File: src/sv/ipr_pkg.sv
`default_nettype none
package ipr_pkg;

  localparam int DATA_W   = 32;
  localparam int GAIN_W   = 24;
  localparam int LIMIT_W  = 31;
  localparam int Q_SHIFT  = 16;
  localparam int INDEX_W  = 3;

  localparam int DELTA_W  = DATA_W + 1;
  localparam int PPROD_W  = GAIN_W + 1 + DELTA_W;
  localparam int IPROD_W  = GAIN_W + 1 + DATA_W;
  localparam int PTERM_W  = PPROD_W - Q_SHIFT;
  localparam int ITERM_W  = IPROD_W - Q_SHIFT;
  localparam int SUM_W    = PTERM_W + 2;

  localparam logic signed [DATA_W-1:0] INTEG_ERR_CLAMP = 32'sd1310720;

  localparam logic [GAIN_W-1:0]        PROP_GAIN_RST  = '0;
  localparam logic [GAIN_W-1:0]        INTEG_GAIN_RST = '0;
  localparam logic [LIMIT_W-1:0]       ERR_LIMIT_RST  = 31'h7FFF_FFFF;
  localparam logic signed [DATA_W-1:0] OUT_MAX_RST    = 32'sh7FFF_FFFF;
  localparam logic signed [DATA_W-1:0] OUT_MIN_RST    = 32'sh8000_0000;

  typedef enum logic [INDEX_W-1:0] {
    REG_PROP_GAIN   = 3'd0,
    REG_INTEG_GAIN  = 3'd1,
    REG_ERROR_LIMIT = 3'd2,
    REG_OUTPUT_MAX  = 3'd3,
    REG_OUTPUT_MIN  = 3'd4,
    REG_INTEG_MODE  = 3'd5
  } reg_idx_t;

  typedef struct packed {
    logic [GAIN_W-1:0]        prop_gain;
    logic [GAIN_W-1:0]        integ_gain;
    logic [LIMIT_W-1:0]       error_limit;
    logic signed [DATA_W-1:0] output_max;
    logic signed [DATA_W-1:0] output_min;
    logic                     integ_mode;
  } cfg_t;

  typedef struct packed {
    logic signed [DATA_W-1:0]  err;
    logic signed [DATA_W-1:0]  ierr;
    logic signed [DELTA_W-1:0] delta;
  } err_item_t;

  typedef struct packed {
    logic signed [DATA_W-1:0]  err;
    logic signed [PTERM_W-1:0] pterm;
    logic signed [ITERM_W-1:0] iterm;
  } term_item_t;

endpackage
`default_nettype wire

File: src/sv/ipr_error.sv
`default_nettype none
module ipr_error
  import ipr_pkg::*;
(
  input  wire logic                     clk,
  input  wire logic                     rst_n,
  input  wire cfg_t                     cfg,
  input  wire logic                     in_valid,
  output logic                          in_ready,
  input  wire logic signed [DATA_W-1:0] in_reference,
  input  wire logic signed [DATA_W-1:0] in_feedback,
  output logic                          out_valid,
  input  wire logic                     out_ready,
  output err_item_t                     out_data
);

  logic                        v0_r;
  logic                        v1_r;
  logic                        rdy0;
  logic                        rdy1;
  logic signed [DATA_W-1:0]    ref_r;
  logic signed [DATA_W-1:0]    fb_r;
  logic signed [DATA_W-1:0]    err_r;
  logic signed [DATA_W-1:0]    ierr_r;
  logic signed [DELTA_W-1:0]   delta_r;
  logic signed [DELTA_W-1:0]   diff;
  logic signed [DELTA_W-1:0]   lim_pos;
  logic signed [DELTA_W-1:0]   lim_neg;
  logic signed [DELTA_W-1:0]   diff_c;
  logic signed [DATA_W-1:0]    err_nxt;
  logic signed [DATA_W-1:0]    ierr_nxt;
  logic signed [DELTA_W-1:0]   delta_nxt;

  assign rdy1     = !v1_r || out_ready;
  assign rdy0     = !v0_r || rdy1;
  assign in_ready = rdy0;

  always_comb begin
    diff    = {ref_r[DATA_W-1], ref_r} - {fb_r[DATA_W-1], fb_r};
    lim_pos = {{(DELTA_W-LIMIT_W){1'b0}}, cfg.error_limit};
    lim_neg = -lim_pos;
    diff_c  = diff;
    if (diff_c > lim_pos) begin
      diff_c = lim_pos;
    end
    if (diff_c < lim_neg) begin
      diff_c = lim_neg;
    end
    err_nxt  = diff_c[DATA_W-1:0];
    ierr_nxt = err_nxt;
    if (cfg.integ_mode) begin
      if (ierr_nxt > INTEG_ERR_CLAMP) begin
        ierr_nxt = INTEG_ERR_CLAMP;
      end
      if (ierr_nxt < -INTEG_ERR_CLAMP) begin
        ierr_nxt = -INTEG_ERR_CLAMP;
      end
    end
    delta_nxt = {err_nxt[DATA_W-1], err_nxt} - {err_r[DATA_W-1], err_r};
  end

  always_ff @(posedge clk) begin
    if (!rst_n) begin
      v0_r <= 1'b0;
    end else if (rdy0) begin
      v0_r <= in_valid;
    end
  end

  always_ff @(posedge clk) begin
    if (rdy0 && in_valid) begin
      ref_r <= in_reference;
      fb_r  <= in_feedback;
    end
  end

  // err_r doubles as the previous error
  always_ff @(posedge clk) begin
    if (!rst_n) begin
      v1_r  <= 1'b0;
      err_r <= '0;
    end else if (rdy1) begin
      v1_r <= v0_r;
      if (v0_r) begin
        err_r <= err_nxt;
      end
    end
  end

  always_ff @(posedge clk) begin
    if (rdy1 && v0_r) begin
      ierr_r  <= ierr_nxt;
      delta_r <= delta_nxt;
    end
  end

  assign out_valid      = v1_r;
  assign out_data.err   = err_r;
  assign out_data.ierr  = ierr_r;
  assign out_data.delta = delta_r;

endmodule
`default_nettype wire

File: config.mk
export PLATFORM = sky130hd
export DESIGN_NAME = ipr_error
export DESIGN_NICKNAME = d
export VERILOG_FILES = /design/src/sv/ipr_pkg.sv /design/src/sv/ipr_error.sv
export SDC_FILE = /design/constraint.sdc
export NUM_CORES = 1
export LEC_CHECK = 0
export BUFFER_PORTS_ARGS = -buffer_cell sky130_fd_sc_hd__clkbuf_2
export CAP_MARGIN = 20
export CORE_UTILIZATION = 35
export DETAILED_ROUTE_END_ITERATION = 8
export SYNTH_ARGS = -nofsm -noshare
export SYNTH_HDL_FRONTEND = slang
export SYNTH_SLANG_ARGS = --single-unit
File: constraint.sdc
create_clock -name clk -period 16.2 [get_ports clk]
set_clock_uncertainty 0.1 [all_clocks]
set_input_delay 0.81 -clock clk [delete_from_list [all_inputs] [get_ports clk]]
set_output_delay 0.81 -clock clk [all_outputs]
set_load 0.01 [all_outputs]
* After elaboration in Yosys (flattened, before gate mapping)
Index checks and enable logic that the tools add are counted.
Word-level totals: flip-flop bits (word level) 163, bits of input ports 212, memories kept 0, memory bits (read-only) 0, bits in latches 0, output and inout bits 99, RAM bits 0
Operators by class: shifts and indexed selects 0, bitwise operators 0, eq/ne operators 0, muxes and demuxes 6, div/mod/pow operators 0, reduce and logical (&&, ||, !) cells 7, multiply operators 0, $add $sub $neg 3, magnitude comparators 4
Operator list (number):
- $mux 32 | 5
- $sub 32x32->33 | 2
- $gt 33x32->1 | 1
- $lt 33x33->1 | 1
- $mux 33 | 1
- $neg 31->33 | 1
- $gt 32x22->1 const B | 1
- $lt 32x22->1 const B | 1
- $logic_and 1x1->1 | 2
- $logic_not 1->1 | 2
- $logic_or 1x1->1 | 2
- $reduce_and 2->1 | 1

* Depth between registers and ports, before layout
word-level depth 11, depth in mapped cells 57

* Worst setup path before layout
Ideal clock, no wire load.
kind register -> register, start register ref_r[4], end register delta_r[31], data pin, buffers on the path 7, data required time 15835 ps, clock period less this slack 11461 ps, stages on the path, launching flop included 51, setup time 265 ps, path slack 4739 ps, arrival time 11095 ps, cells stage by stage edfxtp_1 ha_1 nand2_1 a211oi_1 o2111ai_1 a21oi_1 o21ai_0 a21o_1 a21oi_1 a2111oi_0 a311o_1 ha_1 nand2_1 nor4_1 a21oi_1 o2bb2ai_1 and2_0 buf_2 [15 not listed] buf_1 mux2_2 inv_1 ha_1 a21o_1 a21o_1 or3_1 o221a_2 and3_1 o22ai_1 o21ai_0 a21o_1 a21oi_1 maj3_1 a2111o_1 and3_1 a2111oi_0 or3_1
On the way: longest elaborated chain between the ends 6
RTL lines:
- start: declaration | RTL line ipr_error.sv:21 | logic signed [DATA_W-1:0] ref_r;
- start signal: assignment | RTL line ipr_error.sv:72 | ref_r <= in_reference;
- $sub 32x32->33 (*) | RTL line ipr_error.sv:39 | diff = {ref_r[DATA_W-1], ref_r} - {fb_r[DATA_W-1], fb_r};
- $gt 33x32->1 | RTL line ipr_error.sv:43 | if (diff_c > lim_pos) begin
- $mux 33 (*) | RTL line ipr_error.sv:43
- $lt 33x33->1 | RTL line ipr_error.sv:46 | if (diff_c < lim_neg) begin
- $mux 32 (*) | RTL line ipr_error.sv:46
- net diff_c[7] | RTL line ipr_error.sv:29 | logic signed [DELTA_W-1:0] diff_c;
- $sub 32x32->33 (*) | RTL line ipr_error.sv:59 | delta_nxt = {err_nxt[DATA_W-1], err_nxt} - {err_r[DATA_W-1], err_r};
- net delta_nxt[31] | RTL line ipr_error.sv:32 | logic signed [DELTA_W-1:0] delta_nxt;
- end signal: assignment | RTL line ipr_error.sv:93 | delta_r <= delta_nxt;
- end: declaration | RTL line ipr_error.sv:25 | logic signed [DELTA_W-1:0] delta_r;
Mark *: on every way through the listed nets, which the timed path passes. The rest lies on a longest branch. A chain may end at the register's enable or synchronous reset.

* Worst setup path after layout
start register ref_r[4], end register delta_r[32], data pin
The elaborated chain is that of the path after synthesis.

==> results.json <==
{
  "p_sw_uw": 687.3,
  "rsz0062_at_grt": "no",
  "synthAdderAreaFrac_pct": 13.85,
  "first_pass_iters": 4,
  "p_leak_nw": 6.456,
  "synth_xor_area_share_pct": 6.104,
  "irDropWorstVdd_uv": 79.59,
  "power_frac_comb_pct": 46.1,
  "drive_above_1_share_pct": 18.70,
  "cts_tree": "done",
  "fin_hold_ws_ns": 0.4303,
  "synth.area.mux_share_pct": 4.168,
  "yosysTopAreaCell": "edfxtp_1",
  "crit_family": "compound AO/OA/AOI/OAI gates",
  "fill_cells": 3290,
  "power_frac_clock_pct": 22.4,
  "viasPerCell": 5.023,
  "via_count": 9614,
  "yosysTopAreaCellShare_pct": 32.58,
  "intPower_mw": 1.091,
  "grt_pass1_wl_um": 47790,
  "max_freq_mhz": 73.63,
  "synth_fp_nets": 1595,
  "path_class": "reg2reg",
  "synth_cell_type_count": 76,
  "period_needed_ns": 13.58,
  "synthTopCellsByArea": "edfxtp_1 (33%), ha_1 (13%), dfxtp_1 (5.7%)",
  "ant_nets": 0,
  "area_growth_pct": 17.40,
  "root_buffer": "clkbuf_16",
  "syn-instance-count": 1255,
  "setup_violations": 0,
  "yosysSeqAreaShare_pct": 38.31,
  "io_buffer_count": 198,
  "outcome": "complete, no violations",
  "ys_top_cells_by_count": "inv_1 (170), edfxtp_1 (129), ha_1 (126)",
  "start_kind": "flop",
  "io_pins": 311,
  "synthFlopType": "edfxtp_1",
  "synth_area_um2": 11890,
  "synth-seq-cells": 163,
  "drtIter0Drc": 482,
  "numCtsBuffers": 17,
  "hold_violations": 0,
  "setup_tns_ns": 0,
  "fin_util_pct": 41.73,
  "place.detailed.hpwl_um": 24030,
  "grt_max_degree": 70,
  "arrival_ns": 13.67,
  "synthSimpleGateAreaFrac_pct": 13.87,
  "p_sw_share_pct": 38.64,
  "start_util_pct": 35.54,
  "cts_setup_buffers": 0,
  "seq_power_share_pct": 31.6,
  "tightest_slew_ns": 0.9303,
  "remaining_drc_errors": 0,
  "cap_violations": 0,
  "stdcell_area_um2": 13960,
  "required_ns": 16.29,
  "cp_max_fo": 18,
  "rows": 67,
  "avgSynthCellArea_um2": 9.473,
  "die-area_um2": 34710,
  "end_kind": "flop",
  "synth-compound-area-share_pct": 17.35,
  "crit_slowest_cell": "nor4_1",
  "die_h_um": 186.3,
  "die_w_um": 186.3,
  "cts_buffer_depth": 2,
  "cts_resized": 0,
  "track_usage_pct": 17.42,
  "hold_buffers": 0,
  "async_flop_share_pct": 0,
  "wl_per_cell_um": 15.64,
  "clkLatencyLatePin_ns": 0.45,
  "crit_buf_inv": 3,
  "p_per_area_nw_per_um2": 127.4,
  "synth_most_common_cell": "inv_1",
  "grt-ovfl-total": 0,
  "synth_edf_count": 129,
  "yosysWarnings": 0,
  "nets": 1792,
  "finalWirelength_um": 29940,
  "fin_crit_sh_pct": 83.84,
  "antenna_found_initial": 6,
  "place_congestion": 0.8722,
  "drv_slew": 0,
  "core-area_um2": 33450,
  "cts.sinks": 163,
  "hold_class": "reg2reg",
  "cts_max_level": 4,
  "relSlewSlack_pct": 36.21,
  "synth_top_family_by_area": "compound AO/OA/AOI/OAI gates",
  "dpl-instance-area_um2": 13390,
  "clk_pin_slew_ns": 0.07,
  "slowest_delay_ns": 0.66,
  "grt_pass1_vias": 9206
}
## per-layer routing
metal | track usage, % | vias up | share of wire [%]
met5 | 0 | - | 0.14
met4 | 7.406 | 6 | 2.9
met3 | 4.025 | 48 | 5.8
met2 | 27.07 | 260 | 44
met1 | 23.17 | 4356 | 47
li1 | - | 4944 | -
## flip-flops by register name, summed over array words and instances, names as in the netlist
name       cells
delta_r       33
err_r         32
fb_r          32
ierr_r        32
ref_r         32
out_valid      1
v0_r           1
## power by group through the flow
| stage | Combinational (mW) | Sequential, mW | Clock [mW] |
|---|---|---|---|
| 6_report | 0.820 | 0.561 | 0.398 |
| 3_3_place_gp | 0.800 | 0.571 | 0 |
| 5_1_grt | 0.921 | 0.567 | 0.431 |
| 3_5_place_dp | 0.814 | 0.572 | 0 |
| 2_1_floorplan | 0.575 | 0.589 | 0 |
| 4_1_cts | 0.821 | 0.562 | 0.413 |
## cells in the final DEF (no fill, tap or decap), types with 7 or more instances in the layout
master	instances
edfxtp_1	129
clkbuf_2	198
o21a_1	10
ha_1	126
o21ai_0	50
nor3_1	26
a211oi_1	10
mux2i_1	27
a21o_1	27
mux2_2	20
xnor2_1	65
nor2b_1	12
nand2_1	98
o211a_1	33
clkbuf_16	17
a31oi_1	8
and3_1	14
or4_1	7
o21bai_1	11
nand3_1	27
nor2_1	75
dfxtp_1	34
inv_1	170
buf_4	7
a21oi_1	90
nand4_1	25
xor2_1	16
nand2b_1	11
nor4_1	11
## final timing paths
path,from,endpoint,slack (ns),cells after the start
worst min-delay path,err_r[15]$_SDFFE_PN0P_,err_r[15]$_SDFFE_PN0P_,0.43,1
worst min register to register,err_r[15]$_SDFFE_PN0P_,err_r[15]$_SDFFE_PN0P_,0.43,1
worst max register to register,ref_r[4]$_DFFE_PP_,delta_r[32]$_DFFE_PP_,2.62,45
worst max-delay path,ref_r[4]$_DFFE_PP_,delta_r[32]$_DFFE_PP_,2.62,45
## per-stage QoR
step	instances	setup slack [ns]	total power, mW
2_1_floorplan	1255	4.739	1.164
3_3_place_gp	1881	3.024	1.370
3_5_place_dp	1881	2.954	1.385
4_1_cts	1913	2.835	1.796
5_1_grt	1914	1.662	1.918
6_report	1914	2.618	1.779
## kinds of logic (layout without fill, tap and decap cells)
kind of cell | after synthesis | count (layout)
flops | 163 | 163
compound gates | 300 | 300
buf+inv | 197 | 407
other cells | 0 | 1
simple gates | 335 | 335
mux | 47 | 47
fa+ha+maj | 131 | 131
xor+xnor | 82 | 82
## final cells by class
cell class | count | area, um^2 | area share (%)
well taps | 448 | 560.5 | 4.016
flip-flops and latches | 163 | 4554 | 32.63
multi-input cells | 895 | 6589 | 47.21
clock inverters | 15 | 143.9 | 1.031
repair buffers | 205 | 1044 | 7.476
diodes | 1 | 2.502 | 0.01793
clock buffers | 17 | 425.4 | 3.048
inverters | 170 | 638.1 | 4.572
(Power assumes the default switching activity.)
