[src/sv/ipr_pkg.sv]
`default_nettype none
package ipr_pkg;

  localparam int DATA_W   = 32;
  localparam int GAIN_W   = 24;
  localparam int LIMIT_W  = 31;
  localparam int Q_SHIFT  = 16;
  localparam int INDEX_W  = 3;

  localparam int DELTA_W  = DATA_W + 1;
  localparam int PPROD_W  = GAIN_W + 1 + DELTA_W;
  localparam int IPROD_W  = GAIN_W + 1 + DATA_W;
  localparam int PTERM_W  = PPROD_W - Q_SHIFT;
  localparam int ITERM_W  = IPROD_W - Q_SHIFT;
  localparam int SUM_W    = PTERM_W + 2;

  localparam logic signed [DATA_W-1:0] INTEG_ERR_CLAMP = 32'sd1310720;

  localparam logic [GAIN_W-1:0]        PROP_GAIN_RST  = '0;
  localparam logic [GAIN_W-1:0]        INTEG_GAIN_RST = '0;
  localparam logic [LIMIT_W-1:0]       ERR_LIMIT_RST  = 31'h7FFF_FFFF;
  localparam logic signed [DATA_W-1:0] OUT_MAX_RST    = 32'sh7FFF_FFFF;
  localparam logic signed [DATA_W-1:0] OUT_MIN_RST    = 32'sh8000_0000;

  typedef enum logic [INDEX_W-1:0] {
    REG_PROP_GAIN   = 3'd0,
    REG_INTEG_GAIN  = 3'd1,
    REG_ERROR_LIMIT = 3'd2,
    REG_OUTPUT_MAX  = 3'd3,
    REG_OUTPUT_MIN  = 3'd4,
    REG_INTEG_MODE  = 3'd5
  } reg_idx_t;

  typedef struct packed {
    logic [GAIN_W-1:0]        prop_gain;
    logic [GAIN_W-1:0]        integ_gain;
    logic [LIMIT_W-1:0]       error_limit;
    logic signed [DATA_W-1:0] output_max;
    logic signed [DATA_W-1:0] output_min;
    logic                     integ_mode;
  } cfg_t;

  typedef struct packed {
    logic signed [DATA_W-1:0]  err;
    logic signed [DATA_W-1:0]  ierr;
    logic signed [DELTA_W-1:0] delta;
  } err_item_t;

  typedef struct packed {
    logic signed [DATA_W-1:0]  err;
    logic signed [PTERM_W-1:0] pterm;
    logic signed [ITERM_W-1:0] iterm;
  } term_item_t;

endpackage
`default_nettype wire

[src/sv/ipr_accum.sv]
`default_nettype none
module ipr_accum
  import ipr_pkg::*;
(
  input  wire logic                 clk,
  input  wire logic                 rst_n,
  input  wire cfg_t                 cfg,
  input  wire logic                 in_valid,
  output logic                      in_ready,
  input  wire term_item_t           in_data,
  output logic                      out_valid,
  input  wire logic                 out_ready,
  output logic signed [DATA_W-1:0]  out_drive,
  output logic signed [DATA_W-1:0]  out_error
);

  logic                      v_r;
  logic                      rdy;
  logic signed [DATA_W-1:0]  drive_r;
  logic signed [DATA_W-1:0]  err_r;
  logic signed [SUM_W-1:0]   sum;
  logic signed [SUM_W-1:0]   hi;
  logic signed [SUM_W-1:0]   lo;
  logic signed [SUM_W-1:0]   sum_c;
  logic signed [DATA_W-1:0]  drive_nxt;

  assign rdy      = !v_r || out_ready;
  assign in_ready = rdy;

  always_comb begin
    sum = {{(SUM_W-DATA_W){drive_r[DATA_W-1]}}, drive_r}
        + {{(SUM_W-PTERM_W){in_data.pterm[PTERM_W-1]}}, in_data.pterm}
        + {{(SUM_W-ITERM_W){in_data.iterm[ITERM_W-1]}}, in_data.iterm};
    hi    = {{(SUM_W-DATA_W){cfg.output_max[DATA_W-1]}}, cfg.output_max};
    lo    = {{(SUM_W-DATA_W){cfg.output_min[DATA_W-1]}}, cfg.output_min};
    sum_c = sum;
    if (sum_c > hi) begin
      sum_c = hi;
    end
    if (sum_c < lo) begin
      sum_c = lo;
    end
    drive_nxt = sum_c[DATA_W-1:0];
  end

  // drive_r doubles as the accumulated output
  always_ff @(posedge clk) begin
    if (!rst_n) begin
      v_r     <= 1'b0;
      drive_r <= '0;
    end else if (rdy) begin
      v_r <= in_valid;
      if (in_valid) begin
        drive_r <= drive_nxt;
      end
    end
  end

  always_ff @(posedge clk) begin
    if (rdy && in_valid) begin
      err_r <= in_data.err;
    end
  end

  assign out_valid = v_r;
  assign out_drive = drive_r;
  assign out_error = err_r;

endmodule
`default_nettype wire

[config.mk]
export PLATFORM = sky130hd
export DESIGN_NAME = ipr_accum
export DESIGN_NICKNAME = d
export VERILOG_FILES = /design/src/sv/ipr_pkg.sv /design/src/sv/ipr_accum.sv
export SDC_FILE = /design/constraint.sdc
export NUM_CORES = 1
export LEC_CHECK = 0
export ABC_CLOCK_PERIOD_IN_PS = 26800
export BUFFER_PORTS_ARGS = -buffer_cell sky130_fd_sc_hd__buf_4
export CAP_MARGIN = 40
export CELL_PAD_IN_SITES_DETAIL_PLACEMENT = 1
export CELL_PAD_IN_SITES_GLOBAL_PLACEMENT = 1
export CORE_UTILIZATION = 39
export DETAILED_ROUTE_END_ITERATION = 8
export PLACE_DENSITY = 0.94
export SYNTH_ARGS = -nofsm -noshare
export SYNTH_HDL_FRONTEND = slang
export SYNTH_SLANG_ARGS = --single-unit
[constraint.sdc]
create_clock -name clk -period 26.8 [get_ports clk]
set_clock_uncertainty 0.05 [all_clocks]
set_input_delay 6.7 -clock clk [delete_from_list [all_inputs] [get_ports clk]]
set_output_delay 6.7 -clock clk [all_outputs]
set_load 0.02 [all_outputs]
# After elaboration in Yosys (flattened, before gate mapping)

Index checks and enable logic that the tools add are counted.

Logic and storage cells: 13
Bits of input ports: 263
Bits in registers: 65

Add/sub/neg operators: 2
Magnitude comparators: 2
Muxes and demuxes: 2
Reductions and logical operators: 4

Operators by type and width:

| kind                                     | number |
|---|---|
| adder 43 x 41 -> 44 bit                  | 1 |
| greater-than comparator 44 x 32 -> 1 bit | 1 |
| < comparator 44 x 32 -> 1 bit            | 1 |
| two-way mux 44 bit                       | 1 |
| adder 32 x 42 -> 43 bit                  | 1 |
| two-way mux 32 bit                       | 1 |
| AND reduction 2 bit                      | 1 |
| logical AND 1 bit                        | 1 |
| logical NOT 1 bit                        | 1 |
| logical OR 1 bit                         | 1 |

# Depth between registers and ports, before layout

Gate-level depths: netlist of the first run.

Word-level depth: 6
Gate-level depth with buffers: 40
Mapped depth without buffers: 36

# Worst setup path before layout of the first run

No wires, ideal clock.

Kind: input to register
Start point: input port in_data[1] in the netlist's numbering
End point: register drive_r[19] (netlist: out_drive[19])
Cell stages on the path: 38
Data arrival time: 13.958 ns
Required time: 26.671 ns
Path slack: 12.713 ns
Path through: inv_1 fa_1 inv_1 ha_1 fa_1 a21o_1 nand4_1 a211oi_2 o21bai_2 a2111oi_2 o21a_2 or2_1 a31oi_4 o21ai_0 xnor2_1 ha_1 nand4_1 nor4_4 [2 not listed] a31oi_1 or2_1 buf_6 buf_6 buf_2 mux2_2 ha_1 a21o_1 a21oi_1 o31ai_1 a211oi_1 o211ai_1 a21boi_0 nand4_1 o21ai_4 clkbuf_1 nand4_1 o211ai_1

Cells in the longest elaborated chain, start to end: 5

RTL lines:

| element                                  | RTL line        | source |
|---|---|---|
| from (decl)                              | ipr_accum.sv:10 | `input wire term_item_t in_data,` |
| adder 43 x 41 -> 44 bit (*)              | ipr_accum.sv:33 | `+ {{(SUM_W-ITERM_W){in_data.iterm[ITERM_W-1]}}, in_data.iterm};` |
| greater-than comparator 44 x 32 -> 1 bit | ipr_accum.sv:37 | `if (sum_c > hi) begin` |
| two-way mux 44 bit (*)                   | ipr_accum.sv:37 |  |
| < comparator 44 x 32 -> 1 bit            | ipr_accum.sv:40 | `if (sum_c < lo) begin` |
| two-way mux 32 bit (*)                   | ipr_accum.sv:40 |  |
| to (signal assigned)                     | ipr_accum.sv:54 | `drive_r <= drive_nxt;` |
| to (decl)                                | ipr_accum.sv:19 | `logic signed [DATA_W-1:0] drive_r;` |

Every way passes the cells marked *; elsewhere a longest branch is shown, timed or not.
A chain may end at the register's enable or synchronous reset.

# Worst setup path after layout of the first run

Start point: input port in_data[42] in the netlist's numbering
End point: register drive_r[22] (netlist: out_drive[22])

Cells in the longest elaborated chain, start to end: 6

RTL lines:

| element                                  | RTL line        | source |
|---|---|---|
| adder 32 x 42 -> 43 bit (*)              | ipr_accum.sv:32 | `+ {{(SUM_W-PTERM_W){in_data.pterm[PTERM_W-1]}}, in_data.pterm}` |
| adder 43 x 41 -> 44 bit (*)              | ipr_accum.sv:33 |  |
| greater-than comparator 44 x 32 -> 1 bit | ipr_accum.sv:37 |  |
| two-way mux 44 bit (*)                   | ipr_accum.sv:37 |  |
| < comparator 44 x 32 -> 1 bit            | ipr_accum.sv:40 |  |
| two-way mux 32 bit (*)                   | ipr_accum.sv:40 |  |

Marks and branches as above.

==> impl_metrics.xml, run 1 <==
<?xml version="1.0" encoding="UTF-8"?>
<metrics>
  <group name="run_status">
    <metric name="status" unit="">complete, no violations</metric>
  </group>
  <group name="placed_design">
    <metric name="place.detailed.hpwl" unit="mm">26.5</metric>
    <metric name="portBuffers" unit="">248</metric>
    <metric name="place.gp.congestion" unit="">0.880</metric>
  </group>
  <group name="logic_synthesis">
    <metric name="yosysTopAreaCell" unit="">ha_1</metric>
    <metric name="synth_top_area_share" unit="">0.196</metric>
    <metric name="synth.yosys.seq_area_share" unit="">0.197</metric>
    <metric name="ys_top_cells_by_area" unit="">ha_1 (20%), edfxtp_1 (12%), fa_1 (10%)</metric>
    <metric name="yosys_warnings" unit="">0</metric>
    <metric name="synthCells" unit="">929</metric>
    <metric name="yosys_register_bits" unit="">65</metric>
    <metric name="dominantRegCellSynth" unit="">dfxtp_1</metric>
    <metric name="number_of_library_cell_types_mapped_by_synthesis" unit="">80</metric>
    <metric name="post_synthesis_instance_area" unit="sq um">8220</metric>
    <metric name="avgSynthCellArea" unit="sq um">8.85</metric>
    <metric name="synth_nets" unit="">1364</metric>
    <metric name="synth_async_sr_flop_share" unit="">0</metric>
    <metric name="synth_edf_count" unit="">32</metric>
  </group>
  <group name="floorplanning">
    <metric name="die_w" unit="um">147</metric>
    <metric name="floorplan.io_pins" unit="">329</metric>
    <metric name="die_area" unit="sq um">21700</metric>
    <metric name="chipHeight" unit="um">147</metric>
    <metric name="core" unit="sq um">20400</metric>
    <metric name="start_util" unit="">0.403</metric>
    <metric name="std_cell_rows" unit="">52</metric>
  </group>
  <group name="critical_path">
    <metric name="worst_path_max_delay_cell" unit="">o21ai_4</metric>
    <metric name="timing.rr.start" unit="">out_drive[3]</metric>
    <metric name="cp_max_fo" unit="">56</metric>
    <metric name="startpoint_of_the_worst_setup_timing_path" unit="">in_data[42]</metric>
    <metric name="critPathTopFamily" unit="">compound AO/OA/AOI/OAI gates</metric>
    <metric name="setup_slack_on_the_worst_flop_to_flop_path" unit="ns">16.20</metric>
    <metric name="path_buf_inv" unit="">5</metric>
    <metric name="cp-start-kind" unit="">input port</metric>
    <metric name="critPathMaxStageDelay" unit="ns">0.71</metric>
    <metric name="worst_setup_path_end_kind" unit="">flip-flop</metric>
    <metric name="cp_data_required_time" unit="ns">26.98</metric>
    <metric name="critical-path-top-cell-by-count" unit="">nand4_1</metric>
    <metric name="timing.setup.critical_path_class" unit="">input port to flip-flop</metric>
    <metric name="timing.critical_path.arrival" unit="ns">16.83</metric>
  </group>
  <group name="clock_tree">
    <metric name="clk_path_buf_depth" unit="">2</metric>
    <metric name="cts_num_sinks" unit="">65</metric>
    <metric name="total_setup_buffers_inserted_after_cts" unit="">0</metric>
    <metric name="numCtsBuffers" unit="">9</metric>
    <metric name="tritoncts_clock_tree" unit="">done</metric>
    <metric name="post_cts_resized" unit="">0</metric>
    <metric name="cts-root-buf" unit="">clkbuf_16</metric>
    <metric name="clock_pin_slew_worst_setup_and_hold_paths" unit="ns">0.07</metric>
    <metric name="h-tree-depth" unit="">3</metric>
    <metric name="clkLatencyLatePin" unit="ns">0.35</metric>
    <metric name="cts_hold_buf" unit="">0</metric>
  </group>
  <group name="timing">
    <metric name="worst_margin_slew" unit="ns">0.870</metric>
    <metric name="holdWs" unit="ns">0.487</metric>
    <metric name="number_of_endpoints_with_negative_hold_slack_in_the_final_report" unit="">0</metric>
    <metric name="timing.final.crit_period" unit="ns">16.66</metric>
    <metric name="setup-tns-final" unit="ns">0</metric>
    <metric name="setup-violations-final" unit="">0</metric>
    <metric name="timing.fmax" unit="MHz">60.0</metric>
    <metric name="slew-limit-headroom" unit="">0.418</metric>
    <metric name="pins_over_their_slew_limit" unit="">0</metric>
    <metric name="final.period_utilization" unit="">0.622</metric>
    <metric name="grt_setup_unrepaired" unit="">no</metric>
  </group>
  <group name="route">
    <metric name="post_drt_wl_per_cell" unit="um">23.9</metric>
    <metric name="routed-via-count" unit="">8758</metric>
    <metric name="first_iter_violations" unit="">586</metric>
    <metric name="drc" unit="">0</metric>
    <metric name="antenna_left" unit="">0</metric>
    <metric name="drt-vias-per-instance" unit="">6.11</metric>
    <metric name="drt_pass1_iterations" unit="">4</metric>
    <metric name="finalWirelength" unit="mm">34.3</metric>
  </group>
  <group name="power">
    <metric name="netSwitchingFraction" unit="">0.540</metric>
    <metric name="power.density_cell_area" unit="nW/um^2">134</metric>
    <metric name="power_frac_clock" unit="">0.102</metric>
    <metric name="peakVddDrop" unit="mV">0.121</metric>
    <metric name="power.leakage" unit="uW">0.00505</metric>
    <metric name="power_report.internal_total" unit="uW">655</metric>
    <metric name="p_switching" unit="uW">770</metric>
    <metric name="seq_power_share" unit="">0.102</metric>
    <metric name="comb_power_share" unit="">0.795</metric>
  </group>
  <group name="worst_hold_path">
    <metric name="worstHoldStart" unit="">out_drive[1]</metric>
    <metric name="holdCritPathClass" unit="">flip-flop to flip-flop</metric>
  </group>
  <group name="global_route">
    <metric name="gr-usage-all-layers" unit="">0.316</metric>
    <metric name="grt_start_max_net_pins" unit="">65</metric>
    <metric name="first_global_vias" unit="">9619</metric>
    <metric name="met3_usage" unit="">0.0649</metric>
    <metric name="grt_first_pass_wirelength" unit="mm">52.9</metric>
    <metric name="global_route.peak_usage_layer" unit="">met2</metric>
    <metric name="global_route.usage.met2" unit="">0.586</metric>
    <metric name="grt_use_met1" unit="">0.321</metric>
    <metric name="grt.overflow.total" unit="">0</metric>
    <metric name="grt_antenna_before_repair" unit="">0</metric>
  </group>
  <group name="finish">
    <metric name="nNetsFinal" unit="">1594</metric>
    <metric name="filler_cell_count" unit="">2465</metric>
    <metric name="insertedDiodeCount" unit="">0</metric>
    <metric name="area_growth_from_synthesis_to_final_layout" unit="%">29.5</metric>
    <metric name="share_of_post_route_cells_with_drive_strength_above_1" unit="">0.271</metric>
  </group>
  <group name="run">
    <metric name="max_cap_violations" unit="">0</metric>
  </group>
</metrics>
==> power by group through the flow <==
stage,Combinational (uW),Sequential [uW],Clock (uW)
global placement,1010,145,0
floorplan,773,159,0
detailed placement,1090,146,0
global route,1240,147,149
finish,1130,146,146
CTS,1120,145,145
==> state kept, by name (all words and copies together) (netlist names) <==
name	count
out_error	32
out_drive	32
out_valid	1
==> per-layer routing <==
layer,vias up,wire (um)
met2,464,17700
met4,0,2280
met5,-,0
met1,4224,12000
li1,3903,-
met3,167,2350
==> cells in the mapped netlist (all sizes together) (7+ instances only) <==
library cell    n
a211oi          8
a21o           22
a21oi          68
a31oi           7
buf            13
clkbuf         21
dfxtp          33
edfxtp         32
fa             43
ha            129
inv            91
mux2           27
nand2          72
nand2b         12
nand3          47
nand4          56
nor2           30
nor3           18
o211ai         32
o21a           10
o21ai          45
o31ai           8
xnor2          16
xor2           17
==> placed cells by master (no fill, tap or decap), drive strengths merged, types with 5 or more instances in the layout <==
cell type and instances:
o311ai 5, nand2 72, and3 5, nand4 56, a21o 22, o21bai 5, nand3 47, xor2 17
nor3 18, nand2b 12, mux2 27, o31ai 8, xnor2 16, o21a 10, o211ai 32, nor2 30
buf 253, a31oi 7, ha 129, edfxtp 32, a21oi 68, clkbuf 9, fa 43, o21ai 45
a211oi 8, inv 93, dfxtp 33
==> area by class of cell <==
type	instances	area, sq um	area share
clock buffers	9	225	0.0211
clock inverters	7	125	0.0117
inverters	91	342	0.0321
multi-input cells	739	6100	0.573
flip-flops and latches	65	1620	0.152
well taps	270	338	0.0317
repair buffers	253	1900	0.178
==> worst reg2reg max path, delay by kind of cell (launching register included) <==
kind            cells  cell delay, ns
buf+inv             2            0.83
flops               1            0.45
compound gates     16            4.42
simple gates       12            3.06
fa+ha+maj           4            1.67
==> worst paths after layout <==
check                           cells past startpoint             to
worst min register to register                      2   out_drive[1]
worst min-delay path                                2   out_drive[1]
worst max-delay path                               38  out_drive[22]
worst max register to register                     34  out_drive[22]
==> cell families after synthesis <==
kind of cell	count (synthesis)	synth area share
DFF	65	0.197
adders and majority gates	172	0.301
buffers and inverters	125	0.0613
muxes	29	0.0394
xor gates and xnor gates	33	0.0351
and+or+nand+nor	262	0.163
AOI/OAI and AO/OA	243	0.203
==> per-stage QoR <==
stage | setup WS, ns | instance area [sq um] | std cells | utilization | power, uW
3_5_place_dp | 9.92 | 10300 | 1418 | 0.504 | 1240
6_report | 10.14 | 10600 | 1434 | 0.521 | 1420
4_1_cts | 10.19 | 10600 | 1434 | 0.521 | 1410
3_3_place_gp | 10.20 | 10300 | 1418 | 0.504 | 1150
2_1_floorplan | 12.71 | 8220 | 929 | - | 931
5_1_grt | 9.39 | 10600 | 1434 | 0.521 | 1530
No activity file was read; power rests on OpenSTA's default activity.
==> run 2: changes to the inputs <==
==> config.mk (replaced) <==
export PLATFORM = sky130hd
export DESIGN_NAME = ipr_accum
export DESIGN_NICKNAME = d
export VERILOG_FILES = /design/src/sv/ipr_pkg.sv /design/src/sv/ipr_accum.sv
export SDC_FILE = /design/constraint.sdc
export NUM_CORES = 1
export LEC_CHECK = 0
export ABC_CLOCK_PERIOD_IN_PS = 16600
export BUFFER_PORTS_ARGS = -buffer_cell sky130_fd_sc_hd__buf_4
export CAP_MARGIN = 40
export CELL_PAD_IN_SITES_DETAIL_PLACEMENT = 1
export CELL_PAD_IN_SITES_GLOBAL_PLACEMENT = 1
export CORE_UTILIZATION = 37
export DETAILED_ROUTE_END_ITERATION = 8
export PLACE_DENSITY = 0.9
export SYNTH_ARGS = -nofsm -noshare
export SYNTH_HDL_FRONTEND = slang
export SYNTH_SLANG_ARGS = --single-unit
==> constraint.sdc (replaced) <==
create_clock -name clk -period 16.6 [get_ports clk]
set_clock_uncertainty 0.05 [all_clocks]
set_input_delay 4.15 -clock clk [delete_from_list [all_inputs] [get_ports clk]]
set_output_delay 4.15 -clock clk [all_outputs]
set_load 0.02 [all_outputs]
==> run 2 against run 1 <==
Count of clock-buffer cells in the layout did not move. Combinational power up 59%. Core utilization is 3.3 points lower. Via count is 3.0% lower. Cell area about the same. Sequential power grew 60%. Cell count is 0.98% higher. Flip-flop and latch count unchanged. Critical path depth down 1. Setup slack worse by 7.3 ns. Routed wire length fell by 8.0%. Highest routed layer unchanged.
==> impl_metrics.xml, run 2 (synthesized netlist as in run 1, its figures left out) <==
<?xml version="1.0" encoding="UTF-8"?>
<metrics>
  <group name="floorplanning">
    <metric name="chipHeight" unit="um">151</metric>
    <metric name="std_cell_rows" unit="">54</metric>
    <metric name="start_util" unit="">0.377</metric>
    <metric name="die_area" unit="sq um">22800</metric>
    <metric name="core" unit="sq um">21800</metric>
    <metric name="floorplan.io_pins" unit="">329</metric>
    <metric name="die_w" unit="um">151</metric>
  </group>
  <group name="critical_path">
    <metric name="cp_max_fo" unit="">36</metric>
    <metric name="cp-start-kind" unit="">input port</metric>
    <metric name="critical-path-top-cell-by-count" unit="">ha_1</metric>
    <metric name="setup_slack_on_the_worst_flop_to_flop_path" unit="ns">6.34</metric>
    <metric name="timing.setup.critical_path_class" unit="">input port to flip-flop</metric>
    <metric name="worst_path_max_delay_cell" unit="">o21ai_4</metric>
    <metric name="regToRegEndpoint" unit="">out_drive[3]</metric>
    <metric name="critPathMaxStageDelay" unit="ns">0.68</metric>
    <metric name="cp_data_required_time" unit="ns">16.81</metric>
    <metric name="timing.critical_path.arrival" unit="ns">13.98</metric>
    <metric name="timing.rr.start" unit="">out_drive[1]</metric>
    <metric name="timing.reg2reg.worst_path_depth" unit="">36</metric>
    <metric name="worst_setup_path_end_kind" unit="">flip-flop</metric>
    <metric name="startpoint_of_the_worst_setup_timing_path" unit="">in_data[42]</metric>
  </group>
  <group name="clock_tree">
    <metric name="cts_num_sinks" unit="">65</metric>
    <metric name="tritoncts_clock_tree" unit="">done</metric>
    <metric name="clock_pin_slew_worst_setup_and_hold_paths" unit="ns">0.07</metric>
    <metric name="cts_hold_buf" unit="">0</metric>
    <metric name="clk_path_buf_depth" unit="">2</metric>
    <metric name="h-tree-depth" unit="">3</metric>
    <metric name="clkLatencyLatePin" unit="ns">0.35</metric>
    <metric name="numCtsBuffers" unit="">9</metric>
    <metric name="post_cts_resized" unit="">0</metric>
    <metric name="cts-root-buf" unit="">clkbuf_16</metric>
    <metric name="total_setup_buffers_inserted_after_cts" unit="">0</metric>
  </group>
  <group name="power">
    <metric name="peakVddDrop" unit="mV">0.128</metric>
    <metric name="power.leakage" unit="uW">0.00504</metric>
    <metric name="power.density_cell_area" unit="nW/um^2">210</metric>
  </group>
  <group name="route">
    <metric name="drt_pass1_iterations" unit="">5</metric>
    <metric name="post_drt_wl_per_cell" unit="um">21.8</metric>
    <metric name="drt-vias-per-instance" unit="">5.87</metric>
    <metric name="antenna_left" unit="">0</metric>
    <metric name="finalWirelength" unit="mm">31.6</metric>
    <metric name="drc" unit="">0</metric>
    <metric name="routed-via-count" unit="">8497</metric>
    <metric name="first_iter_violations" unit="">307</metric>
  </group>
  <group name="worst_hold_path">
    <metric name="worstHoldStart" unit="">out_drive[1]</metric>
    <metric name="worstHoldPathCells" unit="">2</metric>
    <metric name="worstHoldEndpoint" unit="">out_drive[1]</metric>
    <metric name="holdCritPathClass" unit="">flip-flop to flip-flop</metric>
  </group>
  <group name="timing">
    <metric name="setup-violations-final" unit="">0</metric>
    <metric name="final.period_utilization" unit="">0.830</metric>
    <metric name="timing.final.crit_period" unit="ns">13.78</metric>
    <metric name="grt_setup_unrepaired" unit="">no</metric>
    <metric name="number_of_endpoints_with_negative_hold_slack_in_the_final_report" unit="">0</metric>
    <metric name="slew-limit-headroom" unit="">0.458</metric>
    <metric name="pins_over_their_slew_limit" unit="">0</metric>
    <metric name="worst_margin_slew" unit="ns">0.810</metric>
    <metric name="setup-tns-final" unit="ns">0</metric>
    <metric name="timing.fmax" unit="MHz">72.6</metric>
  </group>
  <group name="global_route">
    <metric name="grt_antenna_before_repair" unit="">2</metric>
    <metric name="grt_first_pass_wirelength" unit="mm">47.6</metric>
    <metric name="grt.overflow.total" unit="">0</metric>
    <metric name="gr-usage-all-layers" unit="">0.273</metric>
    <metric name="grt_start_max_net_pins" unit="">55</metric>
    <metric name="first_global_vias" unit="">9159</metric>
  </group>
  <group name="finish">
    <metric name="final_cell_count_no_fill" unit="">1448</metric>
    <metric name="area_growth_from_synthesis_to_final_layout" unit="%">29.5</metric>
    <metric name="nNetsFinal" unit="">1596</metric>
    <metric name="mostFrequentLayoutCells" unit="">buf_4 (254), ha_1 (129), inv_1 (90)</metric>
    <metric name="share_of_post_route_cells_with_drive_strength_above_1" unit="">0.272</metric>
    <metric name="final_common_cell" unit="">buf_4</metric>
  </group>
  <group name="placed_design">
    <metric name="portBuffers" unit="">248</metric>
    <metric name="place.detailed.hpwl" unit="mm">25.4</metric>
    <metric name="place.gp.congestion" unit="">0.894</metric>
    <metric name="dp_cells" unit="">1430</metric>
  </group>
  <group name="run_status">
    <metric name="status" unit="">complete, no violations</metric>
  </group>
  <group name="run">
    <metric name="max_cap_violations" unit="">0</metric>
  </group>
</metrics>
[run 2: cell types whose count changed in the layout (fill, tap and decap cells not counted)]
| cell | change |
|---|---|
| clkinvlp_4 | +1 |
| buf_4 | +1 |
| diode_2 | +2 |
| buf_16 | +1 |
| clkinv_2 | +1 |
| bufinv_16 | -2 |
[run 2: worst max-delay path by stage]
stage                                to  slack [ns]  cells past startpoint
after global routing       out_drive[3]        2.31                     37
final                      out_drive[3]        2.82                     37
after floorplan           out_drive[19]        5.06                     38
after detailed placement   out_drive[3]        2.81                     37
after global placement     out_drive[3]        2.76                     37
after CTS                  out_drive[3]        3.08                     37
[run 2: cell type report]
type	instances	area [sq um]
inverter	91	342
multi-input combinational	739	6100
timing repair buffer	255	1930
antenna	2	5.00
fill	2580	11200
tap	280	350
sequential	65	1620
clock buffer	9	225
clock inverter	7	77.6
[run 2: per-layer routing]
| metal | vias up | track usage | wire [um] |
|---|---|---|---|
| li1 | 3916 | - | - |
| met1 | 4198 | 0.290 | 11600 |
| met2 | 317 | 0.503 | 16200 |
| met3 | 66 | 0.0623 | 2550 |
| met4 | 0 | 0.136 | 1220 |
| met5 | - | 0 | 0 |
[run 2: power by group]
part           internal, uW  switching (uW)  total (uW)
Combinational           720            1080        1800
Sequential              200            33.1         233
Clock                   118            84.5         202
Total                  1040            1200        2240
[run 2: worst max-delay path: cells and delay by family]
| family | cells | cell delay (ns) |
|---|---|---|
| AOI/OAI and AO/OA | 20 | 5.43 |
| adders and majority gates | 5 | 1.57 |
| buffers and inverters | 5 | 1.02 |
| and+or+nand+nor | 7 | 1.78 |
[run 2: stage by stage]
stage	hold slack [ns]	power [uW]	util	cell area (sq um)	setup WS [ns]
2_1_floorplan	0.527	1500	-	8220	5.06
3_3_place_gp	0.458	1860	0.473	10300	2.76
3_5_place_dp	0.471	1990	0.474	10300	2.81
4_1_cts	0.491	2230	0.488	10600	3.08
5_1_grt	0.514	2430	0.488	10700	2.31
6_report	0.489	2240	0.488	10700	2.82
